--- src/sv/stss_pkg.sv ---
// Shared constants, codes and interface types for the subarray target sum search.
package stss_pkg;

    localparam int MAX_LEN   = 1024;
    localparam int ELEM_W    = 16;
    localparam int IDX_W     = $clog2(MAX_LEN);
    localparam int CNT_W     = IDX_W + 1;
    localparam int SUM_W     = 32;
    localparam int TARGET_W  = 31;
    localparam int STATUS_W  = 2;
    localparam int OUT_IDX_W = 10;

    typedef enum logic [STATUS_W-1:0] {
        ST_FOUND     = 2'd0,
        ST_NOT_FOUND = 2'd1,
        ST_TOO_LONG  = 2'd2
    } status_t;

    typedef enum logic [1:0] {
        S_IDLE,
        S_CHECK,
        S_SUB
    } ctrl_state_t;

    // Commands from the controller to the datapath
    typedef struct packed {
        logic accept;
        logic sub;
        logic finish;
    } dp_cmd_t;

    // Status from the datapath to the controller
    typedef struct packed {
        logic shrink;
        logic has_result;
        logic out_busy;
    } dp_status_t;

endpackage

--- src/sv/stss_ctrl.sv ---
// Controller state machine: sequences accept, window shrink and result commit.
module stss_ctrl (
    input  logic                clk,
    input  logic                rst_n,
    input  logic                in_valid,
    output logic                in_stall,
    input  stss_pkg::dp_status_t dp_status,
    output stss_pkg::dp_cmd_t    dp_cmd
);
    import stss_pkg::*;

    ctrl_state_t state_reg;
    ctrl_state_t state_next;

    // Hold the state
    always_ff @(posedge clk or negedge rst_n)
    begin
        if (!rst_n)
        begin
            state_reg <= S_IDLE;
        end
        else
        begin
            state_reg <= state_next;
        end
    end

    // Choose the next state and drive commands
    always_comb
    begin
        state_next    = state_reg;
        dp_cmd.accept = 1'b0;
        dp_cmd.sub    = 1'b0;
        dp_cmd.finish = 1'b0;
        in_stall      = 1'b1;
        case (state_reg)
            S_IDLE:
            begin
                in_stall = 1'b0;
                if (in_valid)
                begin
                    dp_cmd.accept = 1'b1;
                    state_next    = S_CHECK;
                end
            end
            S_CHECK:
            begin
                if (dp_status.shrink)
                begin
                    state_next = S_SUB;
                end
                else if (!(dp_status.has_result && dp_status.out_busy))
                begin
                    dp_cmd.finish = 1'b1;
                    state_next    = S_IDLE;
                end
            end
            S_SUB:
            begin
                dp_cmd.sub = 1'b1;
                state_next = S_CHECK;
            end
            default:
            begin
                state_next = S_IDLE;
            end
        endcase
    end

endmodule

--- config.mk ---
export PLATFORM = sky130hd
export DESIGN_NAME = stss_ctrl
export DESIGN_NICKNAME = d
export VERILOG_FILES = /design/src/sv/stss_pkg.sv /design/src/sv/stss_ctrl.sv
export SDC_FILE = /design/constraint.sdc
export NUM_CORES = 1
export LEC_CHECK = 0
export BUFFER_PORTS_ARGS = -buffer_cell sky130_fd_sc_hd__clkbuf_2
export CORE_AREA = 2 2 39 41
export CTS_BUF_LIST = sky130_fd_sc_hd__clkbuf_8 sky130_fd_sc_hd__clkbuf_16
export CTS_CLUSTER_DIAMETER = 200
export DETAILED_ROUTE_END_ITERATION = 8
export DIE_AREA = 0 0 41 43
export PLACE_DENSITY = 0.36
export SETUP_SLACK_MARGIN = 0.1
export SLEW_MARGIN = 20
export SYNTH_ARGS = -nofsm -noshare
export SYNTH_HDL_FRONTEND = slang
export SYNTH_SLANG_ARGS = --single-unit
export TNS_END_PERCENT = 20
--- constraint.sdc ---
create_clock -name clk -period 1.2 [get_ports clk]
set_clock_uncertainty 0.1 [all_clocks]
set_input_delay 0.12 -clock clk [delete_from_list [all_inputs] [get_ports clk]]
set_output_delay 0.12 -clock clk [all_outputs]
set_load 0.01 [all_outputs]
After elaboration in Yosys (flattened, before gate mapping)
Cells that the tools add are included.
{ "totals": {"reg_bits": 2, "in_bits": 6, "out_inout_bits": 4} }
{ "op_classes": {"n_eq_ne": 4, "mux": 11, "reduce_logical": 3} }
{ "op_table": {"columns": ["op", "n"], "rows": [
  ["$mux W1", 7],
  ["$mux W2", 3],
  ["$pmux W2 S3", 1],
  ["$ne A3 B3 Y1 const B", 1],
  ["$eq A2 B1 Y1 const B", 1],
  ["$eq A2 B2 Y1 const B", 1],
  ["$logic_not A2 Y1", 1],
  ["$ne A2 B2 Y1 const B", 1],
  ["$reduce_and A2 Y1", 1],
  ["$logic_and A1 B1 Y1", 1]
]} }

Depth between registers and ports, before layout
Gate-level depths: netlist of run 1.
{ "logic_depth": {"depth_word": 4, "mapped_depth": 2, "ltp_nobuf": 2} }

Worst setup path after synthesis of run 1
Ideal clock, no wire load.
{ "synth_path": {"path_type": "register to output", "startpoint": "reg state_reg[0]", "endpoint": "out dp_cmd[0] (netlist bit)", "arrival_ps": 843, "path_slack_ps": 137, "path_stages_with_launch": 3, "n_path_buf": 0, "cell_sequence": "dfrtp_1 > inv_1 > a2111oi_2"} }
{ "synth_lines": {"columns": ["item", "line", "rtl"], "rows": [
  ["from (decl)", "stss_ctrl.sv:12", "ctrl_state_t state_reg;"],
  ["from (signal assigned)", "stss_ctrl.sv:24", "state_reg <= state_next;"],
  ["to (decl)", "stss_ctrl.sv:8", "output stss_pkg::dp_cmd_t dp_cmd"]
]} }

==> metrics, run 1 <==
post-route ant nets 0; post-synth cell types 9; max-cap violation count 0; fraction of registers with async set/reset 100%; ANT cells 0; Worst Hold Depth 2; failing checks negative setup slack; Ys Warns 0; grt ovf 0; ys flop type dfrtp_1; initial antenna violation count 0; Clock Tree Root clkbuf_8; fraction of layout cells with a size suffix above 1 68.0%; largest net degree at the start of global routing 6; maximum vdd ir drop slightly above 0.5 mV; cts bufs inserted 3; Final period util 110%; crit path cell chain or2_4 -> nor2_4 -> buf_6; Core ar. 1380 sq um; Slew @ Worst Pin 0.232 ns; io pins 10; startpoint types register; Initial Utilization 8.68%; largest area contributor in the netlist dfrtp_1; top sig layer met3; Final Slew Violations 0; via count 143; Die Wd 41 microns; Max Buffers Root-to-Sink 2; max FFs per register 2; cells after synthesis 11; Fin. Hold Viols 0; number of flops mapped to enable cells by yosys 0; first-pass GRT wire length 627 microns; area delta synth->final 126%; DRC 0; RSZ-0062 raised after global routing true; Hold/Removal Path Class in -> reg; worst reg2reg setup slack about 0.06 ns; Worst-Skew Late Latency 0.21 ns; Pre-Repair DR Iteration Count 1; Reg2Reg Depth 2; crit path max fanout 5; WL final approximately 430 microns; Seq cells post-synth 2; Worst Path Required 0.98 ns; Critical R2R Launch state_reg[1]$_DFFE_PN0P_; final setup fails 3; post-synth net total 17; Total Routing Usage GR 6.12%; mean post-synth cell area 10.9 sq um; top post-synthesis cells by area dfrtp_1 (42%), a2111oi_2 (13%), and4bb_1 (10%); mean routed wirelength per cell approximately 10 microns; Rows 14; CP Capture Type output pin; HPWL Detailed 318 microns; DR vias/cell 3.49; Synth Cell Area 120 sq um; CP Class reg -> out; vias in the first global route about 160; Vert. Die Dim 43 microns; Pwr per Cell Area 2400 nW/um^2; register area share after synthesis 41.7%; Cell Count, Final, Fillers Out 41; H-tree Lvls 1; Slew HR 84.5%; met2 routed WL 180 microns; M1 WL ~180 microns; PortBufs 9; Final Wtd Congestion 0.548; Hold Startpoint in_valid; final net count 33; final worst path period need between 1 and 1.5 ns; setup ws final -0.124 ns; share of the synthesized area in the top cell type 41.7%; clock-pin slew on the worst setup and hold paths 0.03 ns; Commonest cells post-synth dfrtp_1 (2), inv_1 (2); Slowest-stage cell, CP dfrtp_2; Worst R2R End state_reg[0]$_DFFE_PN0P_; Leak 0.128 nW; Max Freq roughly 760 MHz; hold-critical path endpoint state_reg[0]$_DFFE_PN0P_; Sink Count 2; placed insts 37; status complete, but fails checks; number of DRC violations after detailed-routing iteration 0 0; Worst EP arrival around 1.1 ns; DR WL met3 64 microns; die area about 1800 sq um; setup TNS -0.289 ns; CTS tree built; CP peak stage delay 0.42 ns
==> worst max-delay path, delay by kind of cell, from the launching register on <==
kind | cells | cell delay [ns]
buffers and inverters | 1 | 0.10
DFF | 1 | 0.42
and+or+nand+nor | 2 | 0.37
==> placed cells by master, fill, tap and decap left out, drive strengths merged <==
cell type | netlist | layout
dlygate4sd3 | 0 | 1
o22a | 1 | 1
inv | 2 | 2
clkbuf | 0 | 10
and4bb | 1 | 1
or2 | 1 | 1
buf | 0 | 3
a2111oi | 1 | 1
nor2b | 1 | 1
dfrtp | 2 | 2
nor3b | 1 | 1
nor2 | 1 | 1
==> worst max path at each step <==
stage | slack (ns) | to | startpoint | depth (start not counted)
global route | -0.17 | dp_cmd[2] | state_reg[1]$_DFFE_PN0P_ | 3
CTS | -0.14 | dp_cmd[0] | state_reg[1]$_DFFE_PN0P_ | 2
floorplan | 0.14 | dp_cmd[0] | state_reg[0]$_DFFE_PN0P_ | 2
global placement | 0.03 | dp_cmd[0] | state_reg[0]$_DFFE_PN0P_ | 3
detailed placement | 0.03 | dp_cmd[0] | state_reg[0]$_DFFE_PN0P_ | 3
finish | -0.12 | dp_cmd[2] | state_reg[1]$_DFFE_PN0P_ | 3
==> per-layer routing <==
| metal | track usage (%) | up-vias |
|---|---|---|
| li1 | - | 67 |
| met5 | 0 | - |
| met1 | 7.40 | 66 |
| met3 | 3.14 | 0 |
| met2 | 6.25 | 10 |
| met4 | 8.00 | 0 |
==> cell families (layout without fill, tap and decap cells) <==
logic type             Yosys count  count (layout)  share of synthesized area, %
AOI/OAI and AO/OA                2               2                          19.8
and+or+nand+nor                  5               5                          32.3
DFF                              2               2                          41.7
buffers and inverters            2              16                          6.25
==> area by class of cell <==
| type | count | area (sq um) |
|---|---|---|
| repair buffers | 11 | 68.8 |
| flip-flops and latches | 2 | 51.3 |
| multi-input cells | 7 | 82.6 |
| fillers | 154 | 1110 |
| inverters | 2 | 7.51 |
| well taps | 16 | 20.0 |
| clock buffers | 3 | 41.3 |
==> timing repair <==
item	4_1_cts	5_1_grt
pin swaps	1	2
setup buffers	0	0
endpoints found under the hold margin	2	0
hold buffers	1	0
setup endpoints to repair	4	5
gates resized for setup	1	6
==> where the power goes <==
group	leakage [nW]	total, mW	internal, mW	switching [mW]
registers	0.0236	0.125	0.0973	0.0276
logic	0.0827	0.263	0.140	0.123
clock network	0.0216	0.263	0.212	0.0508
total	0.128	0.650	0.449	0.202
==> per-stage QoR <==
step                setup WS (ns)  util, %  hold WS (ns)  total power, mW  cell area (sq um)
global placement           0.0254     13.9        -0.190            0.332                193
CTS                        -0.141     17.8        0.0773            0.622                246
finish                     -0.124     19.6        0.0729            0.650                272
floorplan                   0.137        -        -0.276            0.240                120
global route               -0.171     19.6        0.0662            0.700                272
detailed placement         0.0331     13.9        -0.188            0.342                193
(Power assumes the default switching activity.)
==> run 2, diff against run 1 <==
--- a/config.mk
+++ b/config.mk
@@ -5,13 +5,14 @@
 export SDC_FILE = /design/constraint.sdc
 export NUM_CORES = 1
 export LEC_CHECK = 0
+export ABC_AREA = 1
 export BUFFER_PORTS_ARGS = -buffer_cell sky130_fd_sc_hd__clkbuf_2
 export CORE_AREA = 2 2 39 41
 export CTS_BUF_LIST = sky130_fd_sc_hd__clkbuf_8 sky130_fd_sc_hd__clkbuf_16
 export CTS_CLUSTER_DIAMETER = 200
 export DETAILED_ROUTE_END_ITERATION = 8
 export DIE_AREA = 0 0 41 43
-export PLACE_DENSITY = 0.36
+export PLACE_DENSITY = 0.35
 export SETUP_SLACK_MARGIN = 0.1
 export SLEW_MARGIN = 20
 export SYNTH_ARGS = -nofsm -noshare
==> constraint.sdc (replaced) <==
create_clock -name clk -period 1.2 [get_ports clk]
set_clock_uncertainty 0.1 [all_clocks]
set_input_delay 0.06 -clock clk [delete_from_list [all_inputs] [get_ports clk]]
set_output_delay 0.06 -clock clk [all_outputs]
set_load 0.01 [all_outputs]
==> run 2 against run 1 <==
Against the previous run: critical endpoint is now dp_cmd[0]; first-iteration DRC count is 2 higher; register-to-register slack better by 0.24 ns; area after synthesis is 2.1% lower; critical path depth is 1 higher; largest cell class is now non-clock buffers; the flow now finishes without violations; combinational power is 67% lower; largest power group is now clock.
==> metrics, run 2 <==
fin area 246 sq um; mean routed wirelength per cell approximately 7 microns; cts bufs inserted 3; die area around 1800 sq um; initial antenna violation count 0; top post-synthesis cells by area dfrtp_1 (43%), nand2_1 (19%), nor2_1 (16%); placed insts 44; Clock Tree Root clkbuf_8; Slew HR about 87%; Ys Warns 0; H-tree Lvls 1; DR vias/cell 3.04; final net count 41; io pins 10; register area share after synthesis 42.6%; Sink Count 2; Commonest cells post-synth nand2_1 (6), nor2_1 (5), inv_1 (3), dfrtp_1 (2); Worst Path Required between 1 and 1.5 ns; final worst path period need about 1.2 ns; startpoint types register; setup TNS 0 ns; post-synthesis adder-cell area fraction 0%; Synth Area in Compound Gates 4.26%; number of flops mapped to enable cells by yosys 0; Max Freq roughly 860 MHz; Final Core Density 17.8%; Pre-Repair DR Iteration Count 4; M1 WL between 100 and 150 microns; Synth Area in XOR/XNOR 0%; clock-pin slew on the worst setup and hold paths around 0.030 ns; met2 routed WL ~150 microns; CP Capture Type output pin; HPWL Detailed 247 microns; Total Routing Usage GR 5.92%; Pwr per Cell Area 1770 nW/um^2; RSZ-0062 raised after global routing true; crit path max fanout 4; Final period util 97.4%; top-count cell post-synth nand2_1; first-pass GRT wire length 565 microns; share of the synthesized area in the top cell type a little over two fifths; post-synthesis mux area share 0%; largest area contributor in the netlist dfrtp_1; Seq cells post-synth 2; commonest non-fill, non-tap cell in the layout clkbuf_2; Final Slew Violations 0; Core ar. about 1400 sq um; status finished, final reports clean; final setup fails 0; Initial Utilization 8.50%; Synth Cell Area around 120 sq um; maximum vdd ir drop 0.437 mV; Worst EP arrival 1.01 ns; most frequent cells in the layout clkbuf_2 (7), nand2_1 (5), nor2_1 (5); PortBufs 9; Die Wd 41 microns; Cell Count, Final, Fillers Out 49; Slew @ Worst Pin 0.189 ns; via count 149; post-synth net total 25; WL final 339 microns; Leak 0.141 nW; cells after synthesis 19; vias in the first global route 170; Hold/Removal Path Class in -> reg; mean post-synth cell area 6.19 sq um; Vert. Die Dim between 40 and 50 microns; top sig layer met3; Max Buffers Root-to-Sink 2; number of DRC violations after detailed-routing iteration 0 2; # fillers 164; Rows 14; PnR Total Power about 0.44 mW; post-route ant nets 0; Synth Area in Simple Gates 40.4%; fraction of registers with async set/reset 100%; max FFs per register 2; Fin. Hold Viols 0; fraction of layout cells with a size suffix above 1 45.5%; CTS tree built; largest net degree at the start of global routing 5; CP Class reg -> out; max-cap violation count 0; dominant combinational cell family by area after synthesis simple AND/OR/NAND/NOR gates; Placed Area between 150 and 200 sq um; DRC 0; Worst-Skew Late Latency 0.21 ns; DR WL met3 35 microns; Final Wtd Congestion 0.577; ys flop type dfrtp_1; area delta synth->final 110%; grt ovf 0; ANT cells 0; post-synth cell types 7
## run 2: cells by family (layout without fill, tap and decap cells)
family,after synthesis,count (layout)
simple gates,12,12
compound gates,1,1
buf+inv,4,18
flops,2,2
## run 2: what timing repair did
action / in CTS / in global routing
setup buffers: 0 / 0
hold buffers: 2 / 0
pin swaps: 1 / 3
resized for setup: 0 / 3
endpoints found under the hold margin: 3 / 0
setup endpoints to repair: 1 / 2
## run 2: final timing paths
kind                                          start                  endpoint  slack (ns)  cells past startpoint
max                        state_reg[1]$_DFFE_PN0P_                 dp_cmd[0]        0.03                      4
min                                    dp_status[2]  state_reg[0]$_DFFE_PN0P_        0.01                      4
max reg2reg                state_reg[1]$_DFFE_PN0P_  state_reg[0]$_DFFE_PN0P_        0.30                      2
min reg2reg                state_reg[1]$_DFFE_PN0P_  state_reg[0]$_DFFE_PN0P_        0.48                      3
max in group asynchronous                     rst_n  state_reg[1]$_DFFE_PN0P_        0.83                      2
min in group asynchronous                     rst_n  state_reg[0]$_DFFE_PN0P_        0.07                      2
## run 2: power breakdown
part / internal (mW) / total [mW] / switching (mW) / leakage, nW
Sequential: 0.0781 / 0.0858 / 0.00775 / 0.0255
Clock: 0.212 / 0.263 / 0.0515 / 0.0216
Combinational: 0.0375 / 0.0871 / 0.0496 / 0.0937
## run 2: stage by stage
step / hold WS [ns] / setup WS [ns]
final: 0.0127 / 0.0308
after global routing: 0.0294 / -0.0400
after CTS: 0.0145 / 0.0215
after detailed placement: -0.251 / 0.241
after global placement: -0.250 / 0.225
after floorplan: -0.336 / 0.325
## run 2: layout make-up
| class | count | area (sq um) | share of cell area [%] |
|---|---|---|---|
| repair buffers | 11 | 65.1 | 26.4 |
| multi-input cells | 13 | 55.1 | 22.3 |
| flip-flops and latches | 2 | 50.0 | 20.3 |
| clock buffers | 3 | 41.3 | 16.8 |
| well taps | 16 | 20.0 | 8.12 |
| inverters | 4 | 15.0 | 6.09 |
## run 2: critical path: stages, from the launching register on
cell and delay (ns):
dfrtp_1 0.39, nor2_2 0.14, inv_1 0.06, nor2_1 0.07, buf_2 0.13
## run 2: routing by layer
metal,global-route usage [%],vias up
li1,-,83
met1,5.13,58
met2,5.94,8
met3,4.71,0
met4,10.0,0
met5,0,-
